`config.mk`:
```
export PLATFORM = sky130hd
export DESIGN_NAME = shuffled_lcg_random_range_unit
export DESIGN_NICKNAME = d
export VERILOG_FILES = /design/src/rtl/core/rlr_pkg.sv /design/src/rtl/core/rlr_dp.sv /design/src/rtl/core/rlr_ctrl.sv /design/src/rtl/core/shuffled_lcg_random_range_unit.sv
export SDC_FILE = /design/constraint.sdc
export NUM_CORES = 2
export LEC_CHECK = 0
export ABC_AREA = 0
export BUFFER_PORTS_ARGS = -buffer_cell sky130_fd_sc_hd__buf_2
export CAP_MARGIN = 40
export CORE_MARGIN = 2
export CORE_UTILIZATION = 55
export DETAILED_ROUTE_END_ITERATION = 7
export GPL_ROUTABILITY_DRIVEN = 0
export PLACE_DENSITY = 0.72
export SLEW_MARGIN = 20
export SYNTH_ARGS = -nofsm -noshare
export SYNTH_HDL_FRONTEND = slang
export SYNTH_HIERARCHICAL = 1
export SYNTH_SLANG_ARGS = --single-unit
```
`constraint.sdc`:
```
create_clock -name clock -period 13.14 [get_ports clock]
set_input_delay 1.314 -clock clock [delete_from_list [all_inputs] [get_ports clock]]
set_output_delay 1.314 -clock clock [all_outputs]
set_load 0.02 [all_outputs]
```
`src/rtl/core/rlr_pkg.sv`:
```
// Shared types, constants and helpers for the shuffled LCG range unit.
// No dependencies; used by rlr_ctrl, rlr_dp and the top level.
package rlr_pkg;

   // Shuffle table geometry. The index comes from the top bits of the last output,
   // so the depth is a power of two.
   localparam int TABLE_DEPTH = 32;
   localparam int IDX_W       = $clog2(TABLE_DEPTH);
   localparam int IDX_LSB     = 31 - IDX_W;
   localparam int WARM_STEPS  = TABLE_DEPTH + 8;
   localparam int CNT_W       = $clog2(WARM_STEPS);

   // Park-Miller minimal standard
   localparam int PM_A   = 16807;
   localparam int PROD_W = 46;
   localparam logic [31:0] PM_M      = 32'h7FFF_FFFF;
   localparam logic [31:0] HALF_WORD = 32'h8000_0000;

   // Request kinds
   localparam logic [1:0] KIND_SEED  = 2'd0;
   localparam logic [1:0] KIND_DRAW  = 2'd1;
   localparam logic [1:0] KIND_RANGE = 2'd2;

   typedef struct packed {
      logic capture;
      logic seed_load;
      logic draw_init;
      logic mul;
      logic warm_red;
      logic step_red;
      logic swap;
      logic div_lim_start;
      logic div_mod_start;
      logic div_step;
      logic lim_save;
      logic res_low;
      logic res_draw;
      logic res_mod;
      logic out_load;
   } cmd_type;

   typedef struct packed {
      logic warm_need;
      logic warm_last;
      logic degenerate;
      logic div_last;
      logic reject;
   } stat_type;

   // 16807 * v mod (2^31 - 1), using 2^31 = 1 (mod M)
   function automatic logic [30:0] pm_fold(input logic [PROD_W-1:0] p);
      logic [31:0] sum;
      sum = {17'd0, p[45:31]} + {1'b0, p[30:0]};
      if (sum >= PM_M) begin
         sum = sum - PM_M;
      end
      return sum[30:0];
   endfunction

endpackage

```
`src/rtl/core/rlr_dp.sv`:
```
// Datapath: generator state, shuffle table memory, multiply/reduce and
// a bit-serial remainder unit. Depends on rlr_pkg; driven by rlr_ctrl.
module rlr_dp import rlr_pkg::*; (
   input  logic        clock,
   input  logic        reset,
   input  cmd_type     cmd,
   output stat_type    stat,
   input  logic [31:0] req_seed,
   input  logic [31:0] req_low,
   input  logic [31:0] req_high,
   output logic [31:0] rsp_value
);

   logic [31:0]       lcg_ff, lcg_in;
   logic [30:0]       last_ff, last_in;
   logic [30:0]       v_ff, v_in;
   logic [PROD_W-1:0] prod_ff;
   logic [CNT_W-1:0]  cnt_ff, cnt_in;
   logic [31:0]       low_ff, high_ff;
   logic [31:0]       dvd_ff, dvd_in, rem_ff, rem_in;
   logic [4:0]        dcnt_ff, dcnt_in;
   logic [31:0]       limit_ff;
   logic [31:0]       res_ff;
   logic [31:0]       out_ff;
   logic [IDX_W-1:0]  idx_ff;
   logic [30:0]       ram_q_ff;
   logic [30:0]       tbl [TABLE_DEPTH];

   logic [30:0]       red_v;
   logic [30:0]       start_v;
   logic [31:0]       width;
   logic [31:0]       rem_sh;
   logic [IDX_W-1:0]  rd_idx;
   logic              wr_en;
   logic [IDX_W-1:0]  wr_addr;
   logic [30:0]       wr_data;

   assign red_v  = pm_fold(prod_ff);
   assign width  = high_ff - low_ff + 32'd1;
   assign rd_idx = last_ff[IDX_LSB +: IDX_W];
   assign rem_sh = {rem_ff[30:0], dvd_ff[31]};

   // negative seeds (except the most negative) start at their magnitude
   always_comb begin
      if (lcg_ff[31] && lcg_ff != HALF_WORD) begin
         start_v = 31'(32'd0 - lcg_ff);
      end else begin
         start_v = 31'd1;
      end
   end

   assign stat.warm_need  = lcg_ff[31] || (lcg_ff == 32'd0) || (last_ff == 31'd0);
   assign stat.warm_last  = (cnt_ff == '0);
   assign stat.degenerate = (width <= 32'd1) || ((width - 32'd1) > PM_M);
   assign stat.div_last   = (dcnt_ff == 5'd0);
   assign stat.reject     = ({1'b0, last_ff} > limit_ff);

   always_comb begin
      lcg_in  = lcg_ff;
      last_in = last_ff;
      v_in    = v_ff;
      cnt_in  = cnt_ff;
      if (cmd.seed_load) begin
         lcg_in  = req_seed[31] ? req_seed : 32'd0 - req_seed;
         last_in = '0;
      end
      if (cmd.draw_init) begin
         v_in   = stat.warm_need ? start_v : lcg_ff[30:0];
         cnt_in = CNT_W'(WARM_STEPS - 1);
      end
      if (cmd.warm_red) begin
         v_in   = red_v;
         cnt_in = cnt_ff - 1'b1;
         if (cnt_ff == '0) begin
            last_in = red_v;
         end
      end
      if (cmd.step_red) begin
         v_in   = red_v;
         lcg_in = {1'b0, red_v};
      end
      if (cmd.swap) begin
         last_in = ram_q_ff;
      end
   end

   // remainder unit, one quotient bit per cycle
   always_comb begin
      dvd_in  = dvd_ff;
      rem_in  = rem_ff;
      dcnt_in = dcnt_ff;
      if (cmd.div_lim_start || cmd.div_mod_start) begin
         dvd_in  = cmd.div_lim_start ? HALF_WORD : {1'b0, last_ff};
         rem_in  = '0;
         dcnt_in = 5'd31;
      end else if (cmd.div_step) begin
         dvd_in  = {dvd_ff[30:0], 1'b0};
         rem_in  = (rem_sh >= width) ? rem_sh - width : rem_sh;
         dcnt_in = dcnt_ff - 5'd1;
      end
   end

   always_ff @(posedge clock) begin
      if (reset) begin
         lcg_ff  <= '0;
         last_ff <= '0;
      end else begin
         lcg_ff  <= lcg_in;
         last_ff <= last_in;
      end
   end

   always_ff @(posedge clock) begin
      v_ff    <= v_in;
      cnt_ff  <= cnt_in;
      dvd_ff  <= dvd_in;
      rem_ff  <= rem_in;
      dcnt_ff <= dcnt_in;
      if (cmd.mul) begin
         prod_ff <= PROD_W'(v_ff) * PROD_W'(PM_A);
      end
      if (cmd.capture) begin
         low_ff  <= req_low;
         high_ff <= req_high;
      end
      if (cmd.lim_save) begin
         limit_ff <= PM_M - rem_ff;
      end
      if (cmd.step_red) begin
         idx_ff <= rd_idx;
      end
      if (cmd.res_low) begin
         res_ff <= low_ff;
      end else if (cmd.res_draw) begin
         res_ff <= {1'b0, ram_q_ff};
      end else if (cmd.res_mod) begin
         res_ff <= low_ff + rem_ff;
      end
      if (cmd.out_load) begin
         out_ff <= res_ff;
      end
   end

   // table: one write port, one registered read port
   assign wr_en   = cmd.swap || (cmd.warm_red && (cnt_ff < CNT_W'(TABLE_DEPTH)));
   assign wr_addr = cmd.swap ? idx_ff : cnt_ff[IDX_W-1:0];
   assign wr_data = cmd.swap ? lcg_ff[30:0] : red_v;

   always_ff @(posedge clock) begin
      if (wr_en) begin
         tbl[wr_addr] <= wr_data;
      end
      if (cmd.step_red) begin
         ram_q_ff <= tbl[rd_idx];
      end
   end

   assign rsp_value = out_ff;

endmodule

```
`src/rtl/core/rlr_ctrl.sv`:
```
// Sequencer for the shuffled LCG range unit: handshakes and datapath commands.
// Depends on rlr_pkg; steers rlr_dp.
module rlr_ctrl import rlr_pkg::*; (
   input  logic       clock,
   input  logic       reset,
   input  logic       req_valid,
   input  logic [1:0] req_kind,
   output logic       req_ready,
   output logic       rsp_valid,
   input  logic       rsp_ready,
   input  stat_type   stat,
   output cmd_type    cmd
);

   typedef enum logic [13:0] {
      ST_IDLE       = 14'b00000000000001,
      ST_DRAW_START = 14'b00000000000010,
      ST_WARM_MUL   = 14'b00000000000100,
      ST_WARM_RED   = 14'b00000000001000,
      ST_STEP_MUL   = 14'b00000000010000,
      ST_STEP_RED   = 14'b00000000100000,
      ST_SWAP       = 14'b00000001000000,
      ST_RANGE_CHK  = 14'b00000010000000,
      ST_DIV_LIM    = 14'b00000100000000,
      ST_LIM_SAVE   = 14'b00001000000000,
      ST_CHECK      = 14'b00010000000000,
      ST_DIV_MOD    = 14'b00100000000000,
      ST_RES_MOD    = 14'b01000000000000,
      ST_DONE       = 14'b10000000000000
   } state_type;

   state_type  state_ff, state_in;
   logic       ranged_ff, ranged_in;
   logic       rsp_valid_ff, rsp_valid_in;
   logic       accept;

   assign req_ready = (state_ff == ST_IDLE);
   assign accept    = req_valid && req_ready;
   assign rsp_valid = rsp_valid_ff;

   always_comb begin
      state_in  = state_ff;
      ranged_in = ranged_ff;
      cmd       = '0;
      unique case (state_ff)
         ST_IDLE: begin
            if (accept) begin
               cmd.capture = 1'b1;
               ranged_in   = (req_kind == KIND_RANGE);
               if (req_kind == KIND_SEED) begin
                  cmd.seed_load = 1'b1;
               end else if (req_kind == KIND_DRAW) begin
                  state_in = ST_DRAW_START;
               end else if (req_kind == KIND_RANGE) begin
                  state_in = ST_RANGE_CHK;
               end
            end
         end
         ST_DRAW_START: begin
            cmd.draw_init = 1'b1;
            state_in = stat.warm_need ? ST_WARM_MUL : ST_STEP_MUL;
         end
         ST_WARM_MUL: begin
            cmd.mul  = 1'b1;
            state_in = ST_WARM_RED;
         end
         ST_WARM_RED: begin
            cmd.warm_red = 1'b1;
            state_in = stat.warm_last ? ST_STEP_MUL : ST_WARM_MUL;
         end
         ST_STEP_MUL: begin
            cmd.mul  = 1'b1;
            state_in = ST_STEP_RED;
         end
         ST_STEP_RED: begin
            cmd.step_red = 1'b1;
            state_in = ST_SWAP;
         end
         ST_SWAP: begin
            cmd.swap = 1'b1;
            if (ranged_ff) begin
               state_in = ST_CHECK;
            end else begin
               cmd.res_draw = 1'b1;
               state_in = ST_DONE;
            end
         end
         ST_RANGE_CHK: begin
            if (stat.degenerate) begin
               cmd.res_low = 1'b1;
               state_in = ST_DONE;
            end else begin
               cmd.div_lim_start = 1'b1;
               state_in = ST_DIV_LIM;
            end
         end
         ST_DIV_LIM: begin
            cmd.div_step = 1'b1;
            if (stat.div_last) begin
               state_in = ST_LIM_SAVE;
            end
         end
         ST_LIM_SAVE: begin
            cmd.lim_save = 1'b1;
            state_in = ST_DRAW_START;
         end
         ST_CHECK: begin
            if (stat.reject) begin
               state_in = ST_DRAW_START;
            end else begin
               cmd.div_mod_start = 1'b1;
               state_in = ST_DIV_MOD;
            end
         end
         ST_DIV_MOD: begin
            cmd.div_step = 1'b1;
            if (stat.div_last) begin
               state_in = ST_RES_MOD;
            end
         end
         ST_RES_MOD: begin
            cmd.res_mod = 1'b1;
            state_in = ST_DONE;
         end
         ST_DONE: begin
            if (!rsp_valid_ff || rsp_ready) begin
               cmd.out_load = 1'b1;
               state_in = ST_IDLE;
            end
         end
         default: begin
            state_in = ST_IDLE;
         end
      endcase
   end

   always_comb begin
      rsp_valid_in = rsp_valid_ff;
      if (cmd.out_load) begin
         rsp_valid_in = 1'b1;
      end else if (rsp_ready) begin
         rsp_valid_in = 1'b0;
      end
   end

   always_ff @(posedge clock) begin
      if (reset) begin
         state_ff     <= ST_IDLE;
         ranged_ff    <= 1'b0;
         rsp_valid_ff <= 1'b0;
      end else begin
         state_ff     <= state_in;
         ranged_ff    <= ranged_in;
         rsp_valid_ff <= rsp_valid_in;
      end
   end

endmodule

```
`src/rtl/core/shuffled_lcg_random_range_unit.sv`:
```
// Top level of the shuffled LCG random range unit.
// Depends on rlr_pkg, rlr_ctrl and rlr_dp.
//
// Usage:
//  - req_ channel takes one word per item: kind, seed, low, high.
//    kind 0 loads a seed (no response), kind 1 returns a raw draw,
//    kind 2 returns a uniform integer in [low, high]; kind 3 is dropped.
//  - rsp_ channel returns one word (rsp_value) for each kind 1 or 2 item.
//  - One item is in flight at a time; req_ready is high only while idle.
//    A seed load completes without leaving idle.
//  - A raw draw runs one generator step and a table swap; the first draw
//    after reset or a seed load adds the table warm-up, 40 generator steps.
//    The generator step is a 15x31 multiply, then a mod (2^31-1) fold.
//  - A ranged draw adds a remainder pass for the rejection limit and one for
//    the final remainder (bit-serial remainder unit, one bit per cycle),
//    plus a redraw for every rejected draw. A single-value, empty or
//    over-wide range returns low with no draw.
//  - The response sits in an output register; the next item is accepted
//    while it waits. If the receiver stalls, the following result holds in
//    the datapath result register until the output register frees up.
//  - Reset (synchronous) clears the generator state and output valid; the
//    table is always refilled by warm-up before it is read.
module shuffled_lcg_random_range_unit import rlr_pkg::*; (
   input  logic        clock,
   input  logic        reset,
   input  logic        req_valid,
   output logic        req_ready,
   input  logic [1:0]  req_kind,
   input  logic [31:0] req_seed,
   input  logic [31:0] req_low,
   input  logic [31:0] req_high,
   output logic        rsp_valid,
   input  logic        rsp_ready,
   output logic [31:0] rsp_value
);

   cmd_type  cmd;
   stat_type stat;

   rlr_ctrl u_ctrl (
      .clock     (clock),
      .reset     (reset),
      .req_valid (req_valid),
      .req_kind  (req_kind),
      .req_ready (req_ready),
      .rsp_valid (rsp_valid),
      .rsp_ready (rsp_ready),
      .stat      (stat),
      .cmd       (cmd)
   );

   rlr_dp u_dp (
      .clock     (clock),
      .reset     (reset),
      .cmd       (cmd),
      .stat      (stat),
      .req_seed  (req_seed),
      .req_low   (req_low),
      .req_high  (req_high),
      .rsp_value (rsp_value)
   );

   // reset leaves the unit idle with nothing to deliver
   a_reset_idle: assert property (@(posedge clock)
      reset |=> (req_ready && !rsp_valid))
      else $error("unit not idle after reset");

   // a seed load leaves the unit ready again in the next cycle
   a_seed_one_cycle: assert property (@(posedge clock) disable iff (reset)
      (req_valid && req_ready && req_kind == KIND_SEED) |=> req_ready)
      else $error("seed load did not return to idle");

   // no response word can appear the cycle after a draw is taken
   a_no_instant_rsp: assert property (@(posedge clock) disable iff (reset)
      (req_valid && req_ready && (req_kind == KIND_DRAW || req_kind == KIND_RANGE))
      |=> !$rose(rsp_valid))
      else $error("response raised too early");

endmodule
```
==> metrics.md <==
| Metric | Value |
|---|---|
| First-pass GRT wire length | roughly 280000 um |
| Initial Util | 0.5559 |
| Synth top area cells | edfxtp_1 55%, mux4_2 9.8%, ha_1 6.2% |
| Setup bufs post-CTS | 0 |
| Clock Power Share | 0.327 |
| Hold wc startpoint | u_dp/res_ff[6] |
| Outcome | complete, no violations |
| Avg Cell Area, Syn | 14.34 um^2 |
| Drt first pass iters | 6 |
| Post-Route Setup TNS | 0 ps |
| Maximum vdd drop | 126.8 uV |
| Hpwl dp | 121200 um |
| Int Power | around 8.6 mW |
| Final WL | 188200 um |
| Tmin final | 6743 ps |
| Achievable clock frequency | 148.3 MHz |
| Total track usage | 0.2868 |
| Reg2reg start | u_dp/v_ff[13] |
| Die area | 132100 um^2 |
| Post_cts resized | 0 |
| Post-layout nets | between 5000 and 6000 |
| Root buffer cell | clkbuf_16 |
| Syn. warnings | 6 |
| CTS tree | built |
| Clk slew on worst S/H paths | 60 ps |
| Fraction of layout cells with a size suffix above 1 | 0.1747 |
| Combinational share of power | 0.254 |
| Unrepaired setup endpoints after global routing | false |
| Setup Skew | a little over 50 ps |
| Number of global-route vias before repair | 43550 |
| Sw frac | 0.3064 |
| CP max FO | 5 |
| Core region area | 127800 um^2 |
| Final Setup Violations | 0 |
| Worst hold path type | reg -> reg |
| DRT iter0 DRCs | 5231 |
| Clk_lat worst skew | 790 ps |
| Detailed-route via count | 44200 |
| Largest net degree at the start of global routing | 100 |
| Hold Fails Final Rpt | 0 |
| Cell area after synthesis | 71070 um^2 |
| WL/cell | 27.24 um |
| Mapped Cells | 4956 |
| Crit. End Element | register |
| Max_slew headroom | 0.3927 |
| Worst-case clock buffer depth | 3 |
| Worst Setup SP | u_dp/v_ff[13] |
| Placed Cells | 6639 |
| Power density over the cells | 156.5 nW/um^2 |
| Routed vias/inst | 6.397 |
| Synth Flop Type | edfxtp_1 |
| Total congestion overflow | 0 |
| Worst Setup Path Type | reg -> reg |
| Worst hold slack | 418.9 ps |
| I/O Buffers | 135 |
| Net switching power | ~3.8 mW |
| FP Rows | 131 |
| Critical path startpoint category | register |
| Post-synth EDFFs | 1303 |
| WP data required | 13680 ps |
| Setup WS post-layout | ~6400 ps |
| Drc violations | 0 |
| Worst Reg2Reg Path Length in Cells | 24 |
| WHS Path Cells | 0 |
| Worst EP arrival | 7290 ps |
| Max cap viols | 0 |
| Sinks on Clock Net | between 1000 and 1500 |
| H-tree depth | 4 |
| Top Ports | 136 |
| Register area share after synthesis | 0.5832 |
| Lkg Pwr | around 28 nW |
| Cell taking the most area after synthesis | edfxtp_1 |
| Hold buffers post-CTS | 0 |
| Cell variety after synth | 110 |
| Antenna-violating nets left | 0 |
| CTS Buf Count | 145 |
| DIE HEIGHT | 363.5 um |
| Die width | 363.5 um |
| Synth Net Count | 5550 |
| Initial antenna violation count | 13 |
| Synth async-reset ratio | 0 |
| Yosys reg bits | 1419 |
| Area share of the largest cell type after synthesis | 0.5505 |
| Fin cells | 6909 |
| Sequential Power Share | 0.420 |
| Worst Tran Pin Value | 911.0 ps |
| Fin crit share | 0.5131 |
| Area Overhead vs Synth | 11.11% |
| Max-slew violation count | 0 |
| Dpl ws | approximately 6500 ps |
[layer usage]
metal | wire, um | global-route usage | share of wire | up-vias
li1 | - | - | - | 19210
met4 | 7529 | 0.1113 | 0.040 | 0
met3 | 18750 | 0.05102 | 0.10 | 397
met5 | 0 | 0 | 0 | -
met1 | 72210 | 0.3941 | 0.38 | 22140
met2 | 89710 | 0.4591 | 0.48 | 2445
[power by group through the flow]
stage / Clock (mW) / Sequential [mW] / Combinational, mW
2_1_floorplan: 0 / 5.22 / 2.40
3_3_place_gp: 0 / 5.28 / 2.99
3_5_place_dp: 0 / 5.28 / 3.06
4_1_cts: 4.09 / 5.19 / 3.09
5_1_grt: 4.25 / 5.19 / 3.47
6_report: 4.04 / 5.19 / 3.13
[placed cells by master (no fill, tap or decap), types with 31 or more instances in the layout]
cell,n
edfxtp_1,1303
inv_1,401
ha_1,355
mux4_2,310
a21oi_1,282
nand2_1,258
nor2_1,251
clkbuf_16,149
xnor2_1,142
buf_2,137
fa_1,137
o21ai_0,128
dfxtp_1,111
nor3_1,86
buf_4,80
xor2_1,78
a21o_1,69
nand3_1,61
a211oi_1,59
mux2_2,49
clkinv_1,40
mux2i_1,40
nand4_1,38
o22ai_1,36
nor2_4,34
or3_1,32
a221oi_1,31
[path summary, 6_finish.rpt]
check,slack (ps),to
min,420,u_dp/rsp_value[6]
min reg2reg,420,u_dp/rsp_value[6]
max reg2reg,6400,u_dp/prod_ff[45]
max,6400,u_dp/prod_ff[45]
[registers in the layout, indices dropped and copies added (netlist names), 6 cells and up]
signal           cells
u_ctrl/state_ff     14
u_dp/cnt_ff          6
u_dp/dvd_ff         32
u_dp/high_ff        32
u_dp/last_ff        31
u_dp/lcg_ff         32
u_dp/limit_ff       32
u_dp/low_ff         32
u_dp/prod_ff        46
u_dp/ram_q_ff       31
u_dp/rem_ff         32
u_dp/res_ff         32
u_dp/rsp_value      32
u_dp/tbl           992
u_dp/v_ff           31
[kinds of logic after synthesis]
kind of cell | synth area share
adders and majority gates | 0.1020
xor gates and xnor gates | 0.02711
muxes | 0.1116
and+or+nand+nor | 0.06649
DFF | 0.5832
AOI/OAI and AO/OA | 0.07602
buffers and inverters | 0.03356
[per-stage QoR]
stage | cell area [um^2] | util | power [mW]
after global routing | 78960 | 0.6176 | 12.92
final | 78970 | 0.6177 | 12.36
after detailed placement | 74170 | 0.5801 | 8.338
after global placement | 73950 | 0.5785 | 8.265
after floorplan | 71070 | - | 7.623
after CTS | 78790 | 0.6163 | 12.36
[area by class of cell]
| type | instances | area, um^2 |
|---|---|---|
| antenna | 5 | 12.51 |
| clock inverter | 85 | 783.3 |
| fill | 9336 | 48880 |
| timing repair buffer | 234 | 1665 |
| multi-input combinational | 2924 | 27600 |
| clock buffer | 172 | 3835 |
| tap | 1662 | 2079 |
| inverter | 408 | 1533 |
| sequential | 1419 | 41470 |
[synth_stat cells (40+ instances only)]
library cell / instances
mux2_2: 49
inv_1: 405
nand3_1: 61
fa_1: 137
mux4_2: 310
xnor2_1: 142
edfxtp_1: 1303
nand2_1: 258
nor2_1: 285
xor2_1: 78
a21oi_1: 284
a21o_1: 69
a211oi_1: 59
nor3_1: 89
ha_1: 355
dfxtp_1: 116
mux2i_1: 40
o21ai_0: 146
clkbuf_1: 135
[worst max-delay path, stage by stage, from the launching register on]
cell      delay [ps]
edfxtp_1         480
inv_1            170
fa_1             550
inv_1             40
ha_1             280
fa_1             500
inv_1             50
fa_1             480
fa_1             490
inv_1             50
fa_1             440
ha_1             360
a21o_1           190
a21o_1           170
a21oi_1          250
nor2b_1           80
nor2_1            90
nor3b_1           60
nor3_1           350
o221a_2          270
o21ai_0          170
a31o_2           330
a21oi_1          250
o21ai_0          190
and2_1           200
Note: power is estimated with default switching activity, not from simulation.
